### config.mk
export PLATFORM = sky130hd
export DESIGN_NAME = pulse_frequency_duty_meter
export DESIGN_NICKNAME = d
export VERILOG_FILES = /design/src/design/pfdm_pkg.sv /design/src/design/pfdm_front.sv /design/src/design/pfdm_queue.sv /design/src/design/pfdm_back.sv /design/src/design/pulse_frequency_duty_meter.sv
export SDC_FILE = /design/constraint.sdc
export NUM_CORES = 2
export LEC_CHECK = 0
export BUFFER_PORTS_ARGS = -buffer_cell sky130_fd_sc_hd__buf_2
export CORE_MARGIN = 2
export CORE_UTILIZATION = 27
export CTS_BUF_LIST = sky130_fd_sc_hd__clkbuf_4 sky130_fd_sc_hd__clkbuf_8
export CTS_CLUSTER_SIZE = 28
export DETAILED_ROUTE_END_ITERATION = 8
export GPL_ROUTABILITY_DRIVEN = 0
export GPL_TIMING_DRIVEN = 0
export HOLD_SLACK_MARGIN = 0.03
export SYNTH_ARGS = -nofsm -noshare
export SYNTH_HDL_FRONTEND = slang
export SYNTH_HIERARCHICAL = 1
export SYNTH_SLANG_ARGS = --single-unit
### constraint.sdc
create_clock -name clk_i -period 4.4 [get_ports clk_i]
set_input_delay 0.88 -clock clk_i [delete_from_list [all_inputs] [get_ports clk_i]]
set_output_delay 0.88 -clock clk_i [all_outputs]
set_load 0.02 [all_outputs]
### src/design/pfdm_pkg.sv
// Package: shared types and constants of the pulse frequency and duty meter.
package pfdm_pkg;

  localparam int unsigned SampleBits  = 16;
  localparam int unsigned IndexBits   = 24;
  localparam int unsigned QueueDepth  = 4;
  localparam int unsigned QueuePtrW   = $clog2(QueueDepth);
  localparam int unsigned DivSteps    = 32;
  localparam int unsigned DutySteps   = 16;
  localparam int unsigned StepCntW    = $clog2(DivSteps);

  // Register indexes
  localparam logic [2:0] REG_LOW_THR   = 3'd0;
  localparam logic [2:0] REG_HIGH_THR  = 3'd1;
  localparam logic [2:0] REG_RATE      = 3'd2;
  localparam logic [2:0] REG_MIN_FREQ  = 3'd3;
  localparam logic [2:0] REG_MAX_FREQ  = 3'd4;
  localparam logic [2:0] REG_MIN_DUTY  = 3'd5;
  localparam logic [2:0] REG_MAX_DUTY  = 3'd6;
  localparam logic [2:0] REG_ALLOWED   = 3'd7;

  // Result kinds and record status codes
  localparam logic       KIND_PERIOD   = 1'b0;
  localparam logic       KIND_VERDICT  = 1'b1;
  localparam logic [1:0] STATUS_OK       = 2'd0;
  localparam logic [1:0] STATUS_FEW      = 2'd1;
  localparam logic [1:0] STATUS_INVERTED = 2'd2;

  typedef enum logic [2:0] {
    LVL_LOW  = 3'b001,
    LVL_MID  = 3'b010,
    LVL_HIGH = 3'b100
  } level_e;

  typedef enum logic [3:0] {
    ST_IDLE = 4'b0001,
    ST_DIV  = 4'b0010,
    ST_PER  = 4'b0100,
    ST_VER  = 4'b1000
  } back_state_e;

  typedef struct packed {
    logic signed [SampleBits-1:0] sample;
    logic                         end_of_record;
  } in_t;

  typedef struct packed {
    logic        result_kind;
    logic [23:0] period_samples;
    logic [23:0] high_samples;
    logic [31:0] frequency;
    logic [15:0] duty;
    logic        frequency_in_range;
    logic        duty_in_range;
    logic        frequency_pass;
    logic        duty_pass;
    logic [1:0]  record_status;
    logic        last_result;
  } out_t;

  typedef struct packed {
    logic signed [15:0] low_threshold;
    logic signed [15:0] high_threshold;
    logic [23:0]        sample_rate;
    logic [31:0]        min_frequency;
    logic [31:0]        max_frequency;
    logic [16:0]        min_duty;
    logic [16:0]        max_duty;
    logic [23:0]        allowed_misses;
  } cfg_t;

  // One queued job: an optional period measurement and an optional verdict
  typedef struct packed {
    logic                 has_period;
    logic [IndexBits-1:0] period;
    logic [IndexBits-1:0] high;
    logic                 has_verdict;
    logic [1:0]           status;
  } job_t;

endpackage

### src/design/pfdm_front.sv
// Front end: hysteresis edge detector and record bookkeeping, emits jobs.
module pfdm_front (
  input  logic          clk_i,
  input  logic          rst_ni,
  input  pfdm_pkg::cfg_t cfg_i,
  input  logic          accept_i,
  input  pfdm_pkg::in_t in_data_i,
  output logic          push_o,
  output pfdm_pkg::job_t job_o
);

  localparam logic [pfdm_pkg::IndexBits-1:0] IdxMax = '1;

  pfdm_pkg::level_e level_q, level_d;
  logic started_q, started_d;
  logic rseen_q, rseen_d;
  logic [1:0] ecnt_q, ecnt_d;
  logic [pfdm_pkg::IndexBits-1:0] sidx_q, sidx_d, ridx_q, ridx_d, fidx_q, fidx_d;

  logic signed [pfdm_pkg::SampleBits-1:0] smp;
  logic is_hi, is_lo, inv;

  assign smp   = in_data_i.sample;
  assign inv   = cfg_i.high_threshold < cfg_i.low_threshold;
  assign is_hi = smp >= cfg_i.high_threshold;
  assign is_lo = smp <= cfg_i.low_threshold;

  // Next record state and job for one sample
  always_comb begin
    level_d   = level_q;
    started_d = started_q;
    rseen_d   = rseen_q;
    ecnt_d    = ecnt_q;
    sidx_d    = sidx_q;
    ridx_d    = ridx_q;
    fidx_d    = fidx_q;
    job_o     = '0;
    if (!started_q) begin
      started_d = 1'b1;
      if (!inv) begin
        if (is_hi) level_d = pfdm_pkg::LVL_HIGH;
        else if (is_lo) level_d = pfdm_pkg::LVL_LOW;
        else level_d = pfdm_pkg::LVL_MID;
      end
    end else if (!inv) begin
      unique case (level_q)
        pfdm_pkg::LVL_HIGH: begin
          if (is_lo) begin
            if (ecnt_q != 2'd3) ecnt_d = ecnt_q + 2'd1;
            fidx_d  = sidx_q;
            level_d = pfdm_pkg::LVL_LOW;
          end
        end
        pfdm_pkg::LVL_LOW: begin
          if (is_hi) begin
            if (ecnt_q != 2'd3) ecnt_d = ecnt_q + 2'd1;
            if (rseen_q) begin
              job_o.has_period = 1'b1;
              job_o.period     = sidx_q - ridx_q;
              job_o.high       = fidx_q - ridx_q;
            end
            ridx_d  = sidx_q;
            rseen_d = 1'b1;
            level_d = pfdm_pkg::LVL_HIGH;
          end
        end
        default: begin
          if (is_hi) level_d = pfdm_pkg::LVL_HIGH;
          else if (is_lo) level_d = pfdm_pkg::LVL_LOW;
        end
      endcase
    end
    if (sidx_q != IdxMax) sidx_d = sidx_q + 1'b1;
    // Close the record: verdict job, then back to reset state
    if (in_data_i.end_of_record) begin
      job_o.has_verdict = 1'b1;
      if (inv) job_o.status = pfdm_pkg::STATUS_INVERTED;
      else if (ecnt_d != 2'd3) job_o.status = pfdm_pkg::STATUS_FEW;
      else job_o.status = pfdm_pkg::STATUS_OK;
      level_d   = pfdm_pkg::LVL_MID;
      started_d = 1'b0;
      rseen_d   = 1'b0;
      ecnt_d    = '0;
      sidx_d    = '0;
      ridx_d    = '0;
      fidx_d    = '0;
    end
  end

  assign push_o = accept_i & (job_o.has_period | job_o.has_verdict);

  // Advance record state on each accepted beat
  always_ff @(posedge clk_i or negedge rst_ni) begin
    if (!rst_ni) begin
      level_q   <= pfdm_pkg::LVL_MID;
      started_q <= 1'b0;
      rseen_q   <= 1'b0;
      ecnt_q    <= '0;
      sidx_q    <= '0;
      ridx_q    <= '0;
      fidx_q    <= '0;
    end else if (accept_i) begin
      level_q   <= level_d;
      started_q <= started_d;
      rseen_q   <= rseen_d;
      ecnt_q    <= ecnt_d;
      sidx_q    <= sidx_d;
      ridx_q    <= ridx_d;
      fidx_q    <= fidx_d;
    end
  end

endmodule

### src/design/pfdm_queue.sv
// Job queue between the front end and the back end.
module pfdm_queue (
  input  logic           clk_i,
  input  logic           rst_ni,
  input  logic           push_i,
  input  pfdm_pkg::job_t push_data_i,
  output logic           full_o,
  input  logic           pop_i,
  output logic           empty_o,
  output pfdm_pkg::job_t pop_data_o
);

  pfdm_pkg::job_t mem_q [pfdm_pkg::QueueDepth];
  logic [pfdm_pkg::QueuePtrW:0] wptr_q, rptr_q;

  assign empty_o = wptr_q == rptr_q;
  assign full_o  = (wptr_q[pfdm_pkg::QueuePtrW] != rptr_q[pfdm_pkg::QueuePtrW]) &&
                   (wptr_q[pfdm_pkg::QueuePtrW-1:0] == rptr_q[pfdm_pkg::QueuePtrW-1:0]);
  assign pop_data_o = mem_q[rptr_q[pfdm_pkg::QueuePtrW-1:0]];

  // Store pushed jobs
  always_ff @(posedge clk_i) begin
    if (push_i) mem_q[wptr_q[pfdm_pkg::QueuePtrW-1:0]] <= push_data_i;
  end

  // Advance pointers
  always_ff @(posedge clk_i or negedge rst_ni) begin
    if (!rst_ni) begin
      wptr_q <= '0;
      rptr_q <= '0;
    end else begin
      if (push_i) wptr_q <= wptr_q + 1'b1;
      if (pop_i)  rptr_q <= rptr_q + 1'b1;
    end
  end

endmodule

### src/design/pfdm_back.sv
// Back end: bit-serial dividers, range checks, miss counters, result register.
module pfdm_back (
  input  logic            clk_i,
  input  logic            rst_ni,
  input  pfdm_pkg::cfg_t  cfg_i,
  input  logic            empty_i,
  input  pfdm_pkg::job_t  job_i,
  output logic            pop_o,
  output logic            out_valid_o,
  input  logic            out_ready_i,
  output pfdm_pkg::out_t  out_data_o
);

  localparam logic [23:0] MissMax = '1;
  localparam logic [pfdm_pkg::StepCntW-1:0] LastStep = pfdm_pkg::StepCntW'(pfdm_pkg::DivSteps - 1);

  pfdm_pkg::back_state_e state_q, state_d;
  pfdm_pkg::job_t job_q;
  pfdm_pkg::out_t out_q;
  logic out_valid_q;
  logic [31:0] fnum_q, fquo_q;
  logic [23:0] frem_q, drem_q;
  logic [15:0] dquo_q;
  logic dsat_q, pzero_q;
  logic [pfdm_pkg::StepCntW-1:0] cnt_q;
  logic [23:0] fmiss_q, dmiss_q;

  logic [24:0] fr, dr;
  logic fge, dge, out_free, load_per, load_ver;
  logic [31:0] freq;
  logic [15:0] duty;
  logic fin, din;

  // One restoring step for each divider
  assign fr  = {frem_q, fnum_q[31]};
  assign fge = fr >= {1'b0, job_q.period};
  assign dr  = {drem_q, 1'b0};
  assign dge = dr >= {1'b0, job_q.period};

  assign freq = pzero_q ? '1 : fquo_q;
  assign duty = pzero_q ? '0 : (dsat_q ? '1 : dquo_q);
  assign fin  = (freq >= cfg_i.min_frequency) && (freq <= cfg_i.max_frequency);
  assign din  = ({1'b0, duty} >= cfg_i.min_duty) && ({1'b0, duty} <= cfg_i.max_duty);

  assign out_free = !out_valid_q || out_ready_i;
  assign pop_o    = (state_q == pfdm_pkg::ST_IDLE) && !empty_i;
  assign load_per = (state_q == pfdm_pkg::ST_PER) && out_free;
  assign load_ver = (state_q == pfdm_pkg::ST_VER) && out_free;

  // Sequence one job
  always_comb begin
    state_d = state_q;
    unique case (state_q)
      pfdm_pkg::ST_IDLE: begin
        if (!empty_i) state_d = job_i.has_period ? pfdm_pkg::ST_DIV : pfdm_pkg::ST_VER;
      end
      pfdm_pkg::ST_DIV: if (cnt_q == LastStep) state_d = pfdm_pkg::ST_PER;
      pfdm_pkg::ST_PER: begin
        if (out_free) state_d = job_q.has_verdict ? pfdm_pkg::ST_VER : pfdm_pkg::ST_IDLE;
      end
      pfdm_pkg::ST_VER: if (out_free) state_d = pfdm_pkg::ST_IDLE;
      default: state_d = pfdm_pkg::ST_IDLE;
    endcase
  end

  always_ff @(posedge clk_i or negedge rst_ni) begin
    if (!rst_ni) begin
      state_q     <= pfdm_pkg::ST_IDLE;
      out_valid_q <= 1'b0;
      fmiss_q     <= '0;
      dmiss_q     <= '0;
    end else begin
      state_q <= state_d;
      if (load_per || load_ver) out_valid_q <= 1'b1;
      else if (out_ready_i)     out_valid_q <= 1'b0;
      // Count misses per period, clear them with the verdict
      if (load_per) begin
        if (!fin && fmiss_q != MissMax) fmiss_q <= fmiss_q + 24'd1;
        if (!din && dmiss_q != MissMax) dmiss_q <= dmiss_q + 24'd1;
      end else if (load_ver) begin
        fmiss_q <= '0;
        dmiss_q <= '0;
      end
    end
  end

  // Datapath: job latch, divider iterations, result register
  always_ff @(posedge clk_i) begin
    if (pop_o) begin
      job_q   <= job_i;
      fnum_q  <= {cfg_i.sample_rate, 8'd0};
      frem_q  <= '0;
      fquo_q  <= '0;
      dsat_q  <= job_i.high >= job_i.period;
      drem_q  <= (job_i.high >= job_i.period) ? '0 : job_i.high;
      dquo_q  <= '0;
      pzero_q <= job_i.period == '0;
      cnt_q   <= '0;
    end else if (state_q == pfdm_pkg::ST_DIV) begin
      fnum_q <= {fnum_q[30:0], 1'b0};
      frem_q <= fge ? 24'(fr - {1'b0, job_q.period}) : fr[23:0];
      fquo_q <= {fquo_q[30:0], fge};
      if (cnt_q < pfdm_pkg::StepCntW'(pfdm_pkg::DutySteps)) begin
        drem_q <= dge ? 24'(dr - {1'b0, job_q.period}) : dr[23:0];
        dquo_q <= {dquo_q[14:0], dge};
      end
      cnt_q <= cnt_q + 1'b1;
    end
    if (load_per) begin
      out_q                    <= '0;
      out_q.result_kind        <= pfdm_pkg::KIND_PERIOD;
      out_q.period_samples     <= job_q.period;
      out_q.high_samples       <= job_q.high;
      out_q.frequency          <= freq;
      out_q.duty               <= duty;
      out_q.frequency_in_range <= fin;
      out_q.duty_in_range      <= din;
      out_q.record_status      <= pfdm_pkg::STATUS_OK;
      out_q.last_result        <= !job_q.has_verdict;
    end else if (load_ver) begin
      out_q                <= '0;
      out_q.result_kind    <= pfdm_pkg::KIND_VERDICT;
      out_q.record_status  <= job_q.status;
      out_q.frequency_pass <= (job_q.status == pfdm_pkg::STATUS_OK) &&
                              (fmiss_q <= cfg_i.allowed_misses);
      out_q.duty_pass      <= (job_q.status == pfdm_pkg::STATUS_OK) &&
                              (dmiss_q <= cfg_i.allowed_misses);
      out_q.last_result    <= 1'b1;
    end
  end

  assign out_valid_o = out_valid_q;
  assign out_data_o  = out_q;

endmodule

### src/design/pulse_frequency_duty_meter.sv
// Top level: register port, front end, job queue and back end of the meter.
// Samples are taken one per cycle while the four-entry job queue has room. For each period
// the back end runs a 32-step bit-serial pass of the frequency divider, during which the duty
// divider also works, then loads the period result; a verdict is loaded after it or alone.
// Each load waits until the result register is free.
// Reset (rst_ni, asynchronous, active low) restores registers to defaults and clears
// record state, the queue and the output valid flag.
module pulse_frequency_duty_meter (
  input  logic           clk_i,
  input  logic           rst_ni,
  input  logic           in_valid_i,
  output logic           in_ready_o,
  input  pfdm_pkg::in_t  in_data_i,
  output logic           out_valid_o,
  input  logic           out_ready_i,
  output pfdm_pkg::out_t out_data_o,
  input  logic           psel,
  input  logic           penable,
  input  logic           pwrite,
  input  logic [4:0]     paddr,
  input  logic [31:0]    pwdata,
  output logic [31:0]    prdata,
  output logic           pready
);

  pfdm_pkg::cfg_t cfg_q;
  pfdm_pkg::job_t push_job, pop_job;
  logic push, pop, full, empty, accept, wr_en;
  logic [2:0] reg_idx;

  assign pready  = 1'b1;
  assign reg_idx = paddr[4:2];
  assign wr_en   = psel && penable && pwrite;

  // Hold configuration registers
  always_ff @(posedge clk_i or negedge rst_ni) begin
    if (!rst_ni) begin
      cfg_q.low_threshold  <= -16'sd1000;
      cfg_q.high_threshold <= 16'sd1000;
      cfg_q.sample_rate    <= 24'd1000000;
      cfg_q.min_frequency  <= '0;
      cfg_q.max_frequency  <= '1;
      cfg_q.min_duty       <= '0;
      cfg_q.max_duty       <= 17'd65536;
      cfg_q.allowed_misses <= '0;
    end else if (wr_en) begin
      unique case (reg_idx)
        pfdm_pkg::REG_LOW_THR:  cfg_q.low_threshold  <= pwdata[15:0];
        pfdm_pkg::REG_HIGH_THR: cfg_q.high_threshold <= pwdata[15:0];
        pfdm_pkg::REG_RATE:     cfg_q.sample_rate    <= pwdata[23:0];
        pfdm_pkg::REG_MIN_FREQ: cfg_q.min_frequency  <= pwdata;
        pfdm_pkg::REG_MAX_FREQ: cfg_q.max_frequency  <= pwdata;
        pfdm_pkg::REG_MIN_DUTY: cfg_q.min_duty       <= pwdata[16:0];
        pfdm_pkg::REG_MAX_DUTY: cfg_q.max_duty       <= pwdata[16:0];
        pfdm_pkg::REG_ALLOWED:  cfg_q.allowed_misses <= pwdata[23:0];
        default: ;
      endcase
    end
  end

  // Read back registers
  always_comb begin
    unique case (reg_idx)
      pfdm_pkg::REG_LOW_THR:  prdata = {16'd0, cfg_q.low_threshold};
      pfdm_pkg::REG_HIGH_THR: prdata = {16'd0, cfg_q.high_threshold};
      pfdm_pkg::REG_RATE:     prdata = {8'd0, cfg_q.sample_rate};
      pfdm_pkg::REG_MIN_FREQ: prdata = cfg_q.min_frequency;
      pfdm_pkg::REG_MAX_FREQ: prdata = cfg_q.max_frequency;
      pfdm_pkg::REG_MIN_DUTY: prdata = {15'd0, cfg_q.min_duty};
      pfdm_pkg::REG_MAX_DUTY: prdata = {15'd0, cfg_q.max_duty};
      pfdm_pkg::REG_ALLOWED:  prdata = {8'd0, cfg_q.allowed_misses};
      default:                prdata = '0;
    endcase
  end

  assign in_ready_o = !full;
  assign accept     = in_valid_i && !full;

  pfdm_front u_front (
    .clk_i     (clk_i),
    .rst_ni    (rst_ni),
    .cfg_i     (cfg_q),
    .accept_i  (accept),
    .in_data_i (in_data_i),
    .push_o    (push),
    .job_o     (push_job)
  );

  pfdm_queue u_queue (
    .clk_i       (clk_i),
    .rst_ni      (rst_ni),
    .push_i      (push),
    .push_data_i (push_job),
    .full_o      (full),
    .pop_i       (pop),
    .empty_o     (empty),
    .pop_data_o  (pop_job)
  );

  pfdm_back u_back (
    .clk_i       (clk_i),
    .rst_ni      (rst_ni),
    .cfg_i       (cfg_q),
    .empty_i     (empty),
    .job_i       (pop_job),
    .pop_o       (pop),
    .out_valid_o (out_valid_o),
    .out_ready_i (out_ready_i),
    .out_data_o  (out_data_o)
  );

`ifndef ASSERT_OFF
  a_verdict_last: assert property (@(posedge clk_i) disable iff (!rst_ni)
    out_valid_o && out_data_o.result_kind |-> out_data_o.last_result)
    else $error("verdict beat not marked last");
  a_period_no_verdict: assert property (@(posedge clk_i) disable iff (!rst_ni)
    out_valid_o && !out_data_o.result_kind |->
      out_data_o.record_status == pfdm_pkg::STATUS_OK &&
      !out_data_o.frequency_pass && !out_data_o.duty_pass)
    else $error("period beat carries verdict fields");
  a_verdict_zero: assert property (@(posedge clk_i) disable iff (!rst_ni)
    out_valid_o && out_data_o.result_kind |->
      out_data_o.period_samples == '0 && out_data_o.frequency == '0)
    else $error("verdict beat carries period fields");
  a_failed_no_pass: assert property (@(posedge clk_i) disable iff (!rst_ni)
    out_valid_o && out_data_o.record_status != pfdm_pkg::STATUS_OK |->
      !out_data_o.frequency_pass && !out_data_o.duty_pass)
    else $error("failed record reports a pass");
`endif

endmodule
==> summary.txt <==
Worst hold path
  • Hold Path Origin: pwdata[27]
  • Hold Path Stages: 2
  • Hold Path Class: input pin to flip-flop
  • WHS Endpoint: cfg_q[85]

CTS
  • Clock root buffer master: clkbuf_8
  • Cts bufs inserted: between 100 and 150
  • CTS H-Tree Depth: 4
  • # clock sinks: 806
  • Postcts setup bufs: 0
  • Later-pin clock latency in the skew report: 870 ps
  • Clock Tree Buf Depth: 3
  • CTS clk-pin slew, worst paths: 60 ps
  • CTS tree: done

Power and ir drop
  • Cell Pwr Density: approximately 670 nW/um^2
  • Maximum vdd drop: a little under 500 uV
  • Total power: between 30 and 40 mW
  • Leakage power: around 21 nW

Routing
  • Routed length per placed instance: approximately 21 um
  • Final WL: around 130 mm
  • DR iter-0 viols: between 2,000 and 3,000
  • Vias/cell: around 5
  • DR pass1 iterations: 5
  • DRC: 0
  • Detail Route Antenna Nets: 0
  • DR vias: between 30,000 and 40,000

Critical path
  • Crit path largest cell delay: 580 ps
  • Startpoint types: flip-flop
  • R2r startpoint: u_queue/rptr_q[0]
  • Worst Path Buf+Inv: 5
  • Reg2Reg Setup Slack: between 80 and 90 ps
  • WP data arrival: roughly 4800 ps
  • CP Capture Type: flip-flop
  • CP Max Fanout: 12
  • Worst path cell trace: buf_6, buf_12, xor2_1, nor3b_2, nor2_1, nand3_1, clkinv_1, nor2_2, clkbuf_2, clkinvlp_4
  • Cell family with most CP delay: buffers and inverters
  • Worst-case reg-to-reg path depth: 10
  • Worst Path Required: roughly 5000 ps
  • WS Path Type: flip-flop to flip-flop
  • CP max-delay cell: clkinv_1
  • Worst R2R End: u_back/drem_q[3]

STA
  • Clock Skew: 45.3 ps
  • Final Hold Fails: 0
  • Slew @ Worst Pin: ~1200 ps
  • Min Tclk post-route: 4310 ps
  • Slew headroom: around a fifth
  • Max Freq: 232 MHz
  • Final Max Tran Viols: 0
  • Setup Viol. Count Final: 0
  • Period Utilization, post-route: a little over nine tenths

Floorplanning
  • Die width: between 400 and 500 um
  • Core box area: around 160,000 sq um
  • Die ar.: 164,000 sq um
  • Chip Height: slightly above 400 um
  • Boundary Pins: 200
  • Starting Density: 27.1%
  • Number of cell rows: around 150

Placed design
  • DP HPWL: 100 mm
  • Port Buf Inserts: 195

Cells and area
  • Layout cell share with drive strength beyond 1: between 20% and 30%
  • Fin util: 31.5%
  • Area grow syn2layout: 16.2%
  • Most frequent cells in the layout: edfxtp_1 (408), ha_1 (317), nand2_1 (298)
  • Final nets: between 4,000 and 5,000
  • Most common cell after layout, fill and taps aside: edfxtp_1

Run
  • # Max-Cap Violations: 0

Synthesis
  • Area of the mapped netlist: about 43,000 sq um
  • EDFF count, synth: 408
  • Synth unique cells: approximately 110
  • Post-synth net total: around 4,200
  • Synthesis warning total: 6
  • Synth Instances: 3,829
  • Syn_area_per_cell: ~11 sq um
  • Top FF cell, synth: edfxtp_1
  • Register area share after synthesis: between 50% and 60%
  • Synth Register Bits: 806
  • Share of flip-flops with an asynchronous set or reset: around 39%
  • Cell taking the most area after synthesis: edfxtp_1
  • Top post-synthesis cells by area: edfxtp_1 (28%), dfrtp_1 (15%), ha_1 (9.1%), mux2_2 (5.8%), dfxtp_1 (3.8%)
  • Synth top area share: around 28%

Global routing
  • Vias in the first global route: roughly 31,000
  • First-pass GRT wire length: ~200 mm
  • Largest net degree at the start of global routing: 118
  • Initial antenna violation count: 10
  • Total track usage: 16.1%
  • Overflow after GRT: 0

Status
  • Status: completed
## cells by family (layout without fill, tap and decap cells)
| kind of cell | count (synthesis) | count (layout) | share of synthesized area [%] |
|---|---|---|---|
| buffers and inverters | 422 | 897 | 4.10 |
| flip-flops | 806 | 806 | 50.4 |
| AND/OR/NAND/NOR | 1115 | 1119 | 12.5 |
| other | 1 | 9 | 0.00864 |
| adder cells (fa/ha/maj) | 323 | 323 | 9.37 |
| multiplexers | 365 | 365 | 10.6 |
| XOR/XNOR | 122 | 122 | 2.46 |
| AO/OA/AOI/OAI | 675 | 675 | 10.5 |
## stage by stage
step                      cells  worst slack [ps]  hold slack (ps)  TNS [ps]  area, sq um
after detailed placement   6115              -946              441   -229380        47100
after global routing       6398             -32.8              210     -56.7        50400
after floorplan            3829               369              427         0        43400
after CTS                  6394              44.8              190         0        50300
final                      6402              89.3              286         0        50400
after global placement     6110             -4210              437  -1710820        47000
## metal layers
metal	part of all wire [%]	vias up	track usage [%]
met4	2.8	0	4.88
met3	6.0	222	2.74
met2	46	992	26.1
met1	45	15831	21.8
met5	0	-	0
li1	-	14723	-
## flip-flops by register name (all words and copies together) (netlist names), 4 cells and up
signal / count
cfg_q: 178
u_back/cnt_q: 5
u_back/dmiss_q: 24
u_back/dquo_q: 16
u_back/drem_q: 24
u_back/fmiss_q: 24
u_back/fnum_q: 24
u_back/fquo_q: 32
u_back/frem_q: 24
u_back/job_q: 51
u_back/out_data_o: 104
u_back/state_q: 4
u_front/fidx_q: 24
u_front/ridx_q: 24
u_front/sidx_q: 24
u_queue/mem_q: 208
## where the power goes
part | total [mW] | internal, mW | switching, mW
clock network | 7.61 | 4.19 | 3.42
registers | 10.8 | 9.92 | 0.850
logic | 15.5 | 5.90 | 9.60
## timing repair
item / 4_1_cts / 5_1_grt
setup endpoints to repair: 278 / 258
pin swaps: 4 / 1
gates cloned: 6 / 0
hold buffers: 1 / 0
endpoints found under the hold margin: 20 / 0
resized for setup: 17 / 19
## synth_stat cells (66+ instances only)
library cell  number
nand3_1           97
ha_1             317
mux2_2           223
nand2_1          299
dfrtp_1          260
nor2_1           282
clkbuf_1          92
o21ai_0          136
and2_1            69
mux2i_1           84
nor3_1            66
dfxtp_1           82
edfxtp_1         408
a21o_1            72
xnor2_1           67
inv_1            270
a21oi_1          168
## cell type report
| cell class | count | area, sq um |
|---|---|---|
| Tap cell | 2086 | 2610 |
| Inverter | 272 | 1030 |
| Clock buffer | 210 | 2590 |
| Timing Repair Buffer | 201 | 1120 |
| Timing Repair inverter | 2 | 15.0 |
| Sequential cell | 806 | 21900 |
| Fill cell | 16323 | 110000 |
| Clock inverter | 62 | 512 |
| Antenna cell | 8 | 20.0 |
| Multi-Input combinational cell | 2605 | 19900 |
| Buffer | 150 | 772 |
## how the worst max path moves through the flow
stage                 startpoint  slack, ps  cells after the start                   end
2_1_floorplan      in_data_i[14]        370                     10   u_queue/mem_q[3][0]
3_3_place_gp              rst_ni      -4210                      1            cfg_q[101]
3_5_place_dp       in_data_i[14]       -950                     11  u_queue/mem_q[3][22]
4_1_cts        u_queue/rptr_q[1]         40                     14      u_back/drem_q[0]
5_1_grt        u_queue/rptr_q[0]        -30                     14     u_back/drem_q[18]
6_report       u_queue/rptr_q[0]         90                     10      u_back/drem_q[3]
No activity file was read; power rests on OpenSTA's default activity.
